--- src/segi_pkg.sv ---
// Shared types and constants for the segment intersection block.
// Used by every module under src; depends on nothing.
package segi_pkg;

	localparam int COORD_W     = 16;
	localparam int DIFF_W      = COORD_W + 1;
	localparam int PROD_W      = 2 * DIFF_W;
	localparam int SUM_W       = PROD_W + 1;
	localparam int MAG_W       = PROD_W;
	localparam int MARGIN_W    = 16;
	localparam int QUEUE_DEPTH = 4;
	localparam int QPTR_W      = 2;

	typedef logic signed [COORD_W-1:0] coord_t;
	typedef logic signed [DIFF_W-1:0]  diff_t;
	typedef logic signed [PROD_W-1:0]  prod_t;
	typedef logic signed [SUM_W-1:0]   sum_t;
	typedef logic [MAG_W-1:0]          mag_t;
	typedef logic [MARGIN_W-1:0]       margin_t;

	typedef struct packed {
		coord_t a_start_x;
		coord_t a_start_y;
		coord_t a_end_x;
		coord_t a_end_y;
		coord_t b_start_x;
		coord_t b_start_y;
		coord_t b_end_x;
		coord_t b_end_y;
	} in_item_t;

	typedef struct packed {
		logic   hit;
		coord_t cross_x;
		coord_t cross_y;
	} out_item_t;

	// Classified pair handed from the front part to the back part.
	typedef struct packed {
		logic   det_zero;
		logic   s_neg;
		logic   t_neg;
		mag_t   det_mag;
		mag_t   s_mag;
		mag_t   t_mag;
		diff_t  d1x;
		diff_t  d1y;
		coord_t ax0;
		coord_t ay0;
	} work_t;

	// Full and empty flags of the queue between the two parts.
	typedef struct packed {
		logic full;
		logic empty;
	} queue_stat_t;

endpackage

--- src/segi_queue.sv ---
// Short queue that decouples the front part from the back part.
// Depends on segi_pkg.
module segi_queue (
	input  logic                  clk,
	input  logic                  arst_n,
	input  logic                  push,
	input  segi_pkg::work_t       wdata,
	input  logic                  pop,
	output segi_pkg::work_t       rdata,
	output segi_pkg::queue_stat_t stat
);

	segi_pkg::work_t                  mem_q [segi_pkg::QUEUE_DEPTH];
	segi_pkg::work_t                  rdata_q;
	logic [segi_pkg::QPTR_W-1:0]      wr_ptr_q, rd_ptr_q;
	logic [segi_pkg::QPTR_W:0]        count_q;

	always_ff @(posedge clk or negedge arst_n) begin
		if (!arst_n) begin
			wr_ptr_q <= '0;
			rd_ptr_q <= '0;
			count_q  <= '0;
		end else begin
			if (push)
				wr_ptr_q <= wr_ptr_q + 1'b1;
			if (pop)
				rd_ptr_q <= rd_ptr_q + 1'b1;
			if (push && !pop)
				count_q <= count_q + 1'b1;
			else if (pop && !push)
				count_q <= count_q - 1'b1;
		end
	end

	// The head word is registered on pop and is valid in the following cycle.
	always_ff @(posedge clk) begin
		if (push)
			mem_q[wr_ptr_q] <= wdata;
		if (pop)
			rdata_q <= mem_q[rd_ptr_q];
	end

	assign rdata      = rdata_q;
	assign stat.full  = (count_q == (segi_pkg::QPTR_W+1)'(segi_pkg::QUEUE_DEPTH));
	assign stat.empty = (count_q == '0);

endmodule

--- config.mk ---
export PLATFORM = sky130hd
export DESIGN_NAME = segi_queue
export DESIGN_NICKNAME = d
export VERILOG_FILES = /design/src/segi_pkg.sv /design/src/segi_queue.sv
export SDC_FILE = /design/constraint.sdc
export NUM_CORES = 1
export LEC_CHECK = 0
export BUFFER_PORTS_ARGS = -buffer_cell sky130_fd_sc_hd__buf_2
export CAP_MARGIN = 15
export CORE_MARGIN = 3
export CORE_UTILIZATION = 30
export CTS_BUF_LIST = sky130_fd_sc_hd__clkbuf_8
export DETAILED_ROUTE_END_ITERATION = 12
export SLEW_MARGIN = 20
export SYNTH_ARGS = -nofsm -noshare
export SYNTH_HDL_FRONTEND = slang
export SYNTH_SLANG_ARGS = --single-unit
--- constraint.sdc ---
create_clock -name clk -period 5.3 [get_ports clk]
set_input_delay 0.265 -clock clk [delete_from_list [all_inputs] [get_ports clk]]
set_output_delay 0.265 -clock clk [all_outputs]
set_load 0.05 [all_outputs]
# Word-level counts from Yosys, hierarchy flattened
# Memory sizes are Yosys's and may differ from the RTL's. A register that Yosys moved wholly into a read port is not among the register bits.
# Cells that the tools add are included.
[totals] reg_bits=7 ram_bits=684 memories=1
[op_classes] addsub=4 n_eq_ne=1 muxes=4 reduce_logical=6
[memory_table] name="mem_q" depth=4 width=171 read_ports=1 rd_ports_with_merged_regs=1 wr=1 line="segi_queue.sv:13" text="segi_pkg::work_t mem_q [segi_pkg::QUEUE_DEPTH];"
[op_table] cell="$mux 3" count=2
[op_table] cell="$add 2x1->2 const B" count=2
[op_table] cell="$add 3x1->3 const B" count=1
[op_table] cell="$eq 3x3->1 const B" count=1
[op_table] cell="$logic_not 3->1" count=1
[op_table] cell="$sub 3x1->3 const B" count=1
[op_table] cell="$logic_and 1x1->1" count=2
[op_table] cell="$logic_not 1->1" count=2
[op_table] cell="$mux 1" count=2
[op_table] cell="$reduce_bool 2->1" count=1

# Logic depth before layout (Yosys ltp)
[depth] depth_word=4 mapped_depth=7 ltp_nobuf=7

# Worst setup path before layout
# No wires, ideal clock.
[synth_path] kind="register to register" from="register wr_ptr_q[0] in the netlist's numbering" to="memory mem_q[2][0] in the netlist's numbering (enable)" setup_ns=0.552 arrival_ns=4.515 t_required_ns=4.748 path_slack_ns=0.233 stages_incl_launch_ff=4 n_path_buf=0 period_less_slack_ns=5.067 path_cell_list="dfrtp_1 > inv_1 > ha_1 > and2_1"
[synth_lines] item="start: declaration" line="segi_queue.sv:15" text="logic [segi_pkg::QPTR_W-1:0] wr_ptr_q, rd_ptr_q;"
[synth_lines] item="start signal: assignment" line="segi_queue.sv:25" text="wr_ptr_q <= wr_ptr_q + 1'b1;"
[synth_lines] item="end: declaration" line="segi_queue.sv:13"
# Straight into the memory's write port.

# Worst setup path in the final report
[layout_path] from="register rd_ptr_q[0] in the netlist's numbering" to="register, netlist name rdata[51]"
[layout_lines] item="start: declaration" line="segi_queue.sv:15"
[layout_lines] item="start signal: assignment" line="segi_queue.sv:27" text="rd_ptr_q <= rd_ptr_q + 1'b1;"
# No word-level cell between the ends.

==> metrics.md <==
| Metric | Value |
|---|---|
| Setup TNS | `0 ns` |
| LEAKAGE | `roughly 13 nW` |
| Synth Instances | `between 1000 and 1500` |
| Total gr overflow | `0` |
| Nets | `~1900` |
| Via density | `between 4 and 5` |
| Final setup vio count | `0` |
| CP max FO | `65` |
| FF-to-FF End | `rdata[51]` |
| Chip width | `323 microns` |
| Max-cap viol count | `0` |
| Crit Path Class | `reg2reg` |
| Starting DRT DRC Count | `around 920` |
| Outcome | `complete, no violations` |
| RSZ-0062 raised after global routing | `no` |
| Top delay family on crit path | `flip-flops` |
| # Post-CTS Setup Buffers | `0` |
| Part of the power in registers | `a little under half` |
| Endpoints failing hold | `0` |
| DR vias | `13822` |
| Worst r2r path cells | `2` |
| Sw power | `between 0.006 and 0.007 W` |
| Synth top area cells | `edfxtp_1 (85%), mux4_2 (13%), buf_6 (0.63%)` |
| HP Class | `in2reg` |
| Yosys warns | `0` |
| I/O pin total | `348` |
| Hold Startpoint | `wdata[166]` |
| Detailed placement HPWL | `between 30 and 40 mm` |
| CP peak stage delay | `~0.99 ns` |
| Register area share after synthesis | `a little under nine tenths` |
| Initial Util | `between 30% and 40%` |
| Layout Area Growth over Synthesis | `25.9%` |
| CTS Buf Count | `~150` |
| Critical Path Start Type | `register` |
| Combinational Power Share | `roughly a quarter` |
| Area occupied by multi-input gates | `roughly 4100 sq um` |
| Fin. max-slew vios | `0` |
| Number of port buffers | `between 300 and 400` |
| Row cnt | `about 120` |
| Largest net degree at the start of global routing | `84` |
| Clock transition at path regs | `0.06 ns` |
| Synth top area share | `a little over four fifths` |
| CP required | `5.79 ns` |
| Synthesized flop and latch total | `862` |
| Hold path depth | `2` |
| Antenna Nets Post-Route | `0` |
| Total core area | `between 90000 and 100000 sq um` |
| WP data arrival | `about 3 ns` |
| Fill count | `between 8000 and 9000` |
| Synth cell types | `18` |
| Dpl cell area | `about 34000 sq um` |
| Number of synthesized flops with an enable pin | `around 860` |
| Detail-routed net length per standard cell | `approximately 20 microns` |
| Sequential Area | `roughly 26000 sq um` |
| Fraction of layout instances using a drive strength above 1 | `between 30% and 40%` |
| Tot GR Track Use | `between 10% and 20%` |
| TritonCTS Sinks | `around 860` |
| P_int | `~0.014 W` |
| DRC viols | `0` |
| H-tree level count | `4` |
| Clk Latency, worst-skew pair | `0.78 ns` |
| Clock tree from TritonCTS | `done` |
| Minimum clock period | `approximately 2.6 ns` |
| Vias in the first global route | `between 15000 and 20000` |
| Clk network pwr share | `a little over a quarter` |
| Syn_area_per_cell | `27.5 sq um` |
| First-pass GRT wire length | `between 90 and 100 mm` |
| Clock Path Buffers | `3` |
| Sw Share | `between 30 and 40%` |
| Hold_buf cts | `roughly 180` |
| Final Cell Area | `~38000 sq um` |
| Peak Freq | `0.389 GHz` |
| Root Buffer | `clkbuf_8` |
| # resized after CTS | `0` |
| Synthesized Nets | `around 1300` |
| Drt pass-1 iters | `4` |
| Post-synthesis cell area | `a little over 30000 sq um` |
| Ys flop type | `edfxtp_1` |
| Total wire length | `between 60 and 70 mm` |
| Setup crit end kind | `register` |
| Async SR Flop Fraction | `0.812%` |
| Slowest-stage cell, CP | `dfrtp_4` |
| R2r setup slk | `between 2 and 3 ns` |
| Crit-path cells | `buf_12 > mux4_2` |
| Crit share post-route | `48.6%` |
| P per Cell Area | `approximately 550 nW/um^2` |
| Synth area leader | `edfxtp_1` |
| Initial antenna violation count | `8` |
| Die area | `105000 sq um` |
| Die height | `between 300 and 400 microns` |
| Max VDD drop | `327 uV` |
| Worst R2R Start | `rd_ptr_q[0]` |
| Gpl congestion | `~0.7` |
| Skew final | `0.0350 ns` |
| Slew @ Worst Pin | `1.06 ns` |
| Hold Path Sink | `mem_q[3][166]` |
| Slew HR | `just under 30%` |
| Crit path buf inv count | `1` |
[routing by layer]
metal  GRT usage, %  share of wire [%]
met3           3.94                6.8
met4           5.05                2.6
met1           14.7                 40
met2           20.7                 51
met5              0              0.020
[flip-flops by register name, indices dropped and copies added, names as in the netlist]
name / cells
mem_q: 684
rdata: 171
rd_ptr_q: 2
count_q: 3
wr_ptr_q: 2
[placed cells by master, fill, tap and decap left out, types with 5 or more instances in the layout]
| cell type | count |
|---|---|
| edfxtp_1 | 855 |
| buf_2 | 346 |
| dlygate4sd3_1 | 175 |
| mux4_2 | 171 |
| clkbuf_8 | 149 |
| inv_1 | 58 |
| clkinv_1 | 27 |
| clkinv_2 | 9 |
| buf_4 | 9 |
| buf_12 | 8 |
| diode_2 | 7 |
| bufinv_16 | 6 |
| ha_1 | 5 |
| clkinvlp_4 | 5 |
| inv_12 | 5 |
| dfrtp_1 | 5 |
[power groups by stage]
stage	clock (W)	combinational [W]	sequential, W
2_1_floorplan	0	0.00259	0.0117
5_1_grt	0.00616	0.00585	0.0101
3_3_place_gp	0	0.00545	0.0100
4_1_cts	0.00585	0.00566	0.00997
6_report	0.00561	0.00550	0.00993
3_5_place_dp	0	0.00554	0.0101
[stage by stage]
step	hold slack (ns)	setup WS (ns)	total power [W]	std cells	utilization, %
finish	0.212	2.73	0.0210	3154	38.4
global route	0.139	2.50	0.0221	3148	38.4
CTS	0.0877	2.59	0.0215	3147	38.4
detailed placement	0.129	2.62	0.0156	2711	33.8
global placement	0.131	2.65	0.0155	2711	33.8
floorplan	-0.0306	0.233	0.0142	1098	-
[cell type report]
| cell class | count | share of cell area (%) |
|---|---|---|
| Timing Repair Buffer | 539 | 9.79 |
| Multi-Input combinational cell | 194 | 10.7 |
| Tap cell | 1287 | 4.23 |
| Sequential cell | 862 | 68.0 |
| Antenna cell | 7 | 0.0460 |
| Inverter | 4 | 0.0395 |
| Clock buffer | 148 | 5.35 |
| Clock inverter | 113 | 1.91 |
[worst register-to-register path, delay by kind of cell, from the launching register on]
kind / cells / cell delay [ns]
buffers and inverters: 1 / 0.63
muxes: 1 / 0.67
DFF: 1 / 0.99
[worst max path at each step]
stage	end	slack (ns)	from	cells past startpoint
4_1_cts	rdata[28]	2.59	rd_ptr_q[0]	2
2_1_floorplan	mem_q[2][0]	0.23	wr_ptr_q[0]	3
5_1_grt	rdata[60]	2.50	rd_ptr_q[0]	2
3_5_place_dp	rdata[28]	2.62	rd_ptr_q[0]	2
3_3_place_gp	rdata[25]	2.65	rd_ptr_q[0]	2
6_report	rdata[51]	2.73	rd_ptr_q[0]	2
[synth_stat cells, types with 2 or more instances]
master,number
and2_1,4
buf_2,19
buf_4,2
buf_6,17
dfrtp_1,7
edfxtp_1,855
ha_1,5
inv_1,4
mux4_2,171
nand2_1,2
xnor2_1,2
xor2_1,4
[logic make-up after synthesis]
kind of cell / count (synthesis) / synth area share, %
muxes: 172 / 12.8
and+or+nand+nor: 9 / 0.161
xor gates and xnor gates: 6 / 0.174
adders and majority gates: 6 / 0.273
DFF: 862 / 85.5
buffers and inverters: 42 / 1.05
AOI/OAI and AO/OA: 1 / 0.0165
Power figures use the tool's default switching activity.
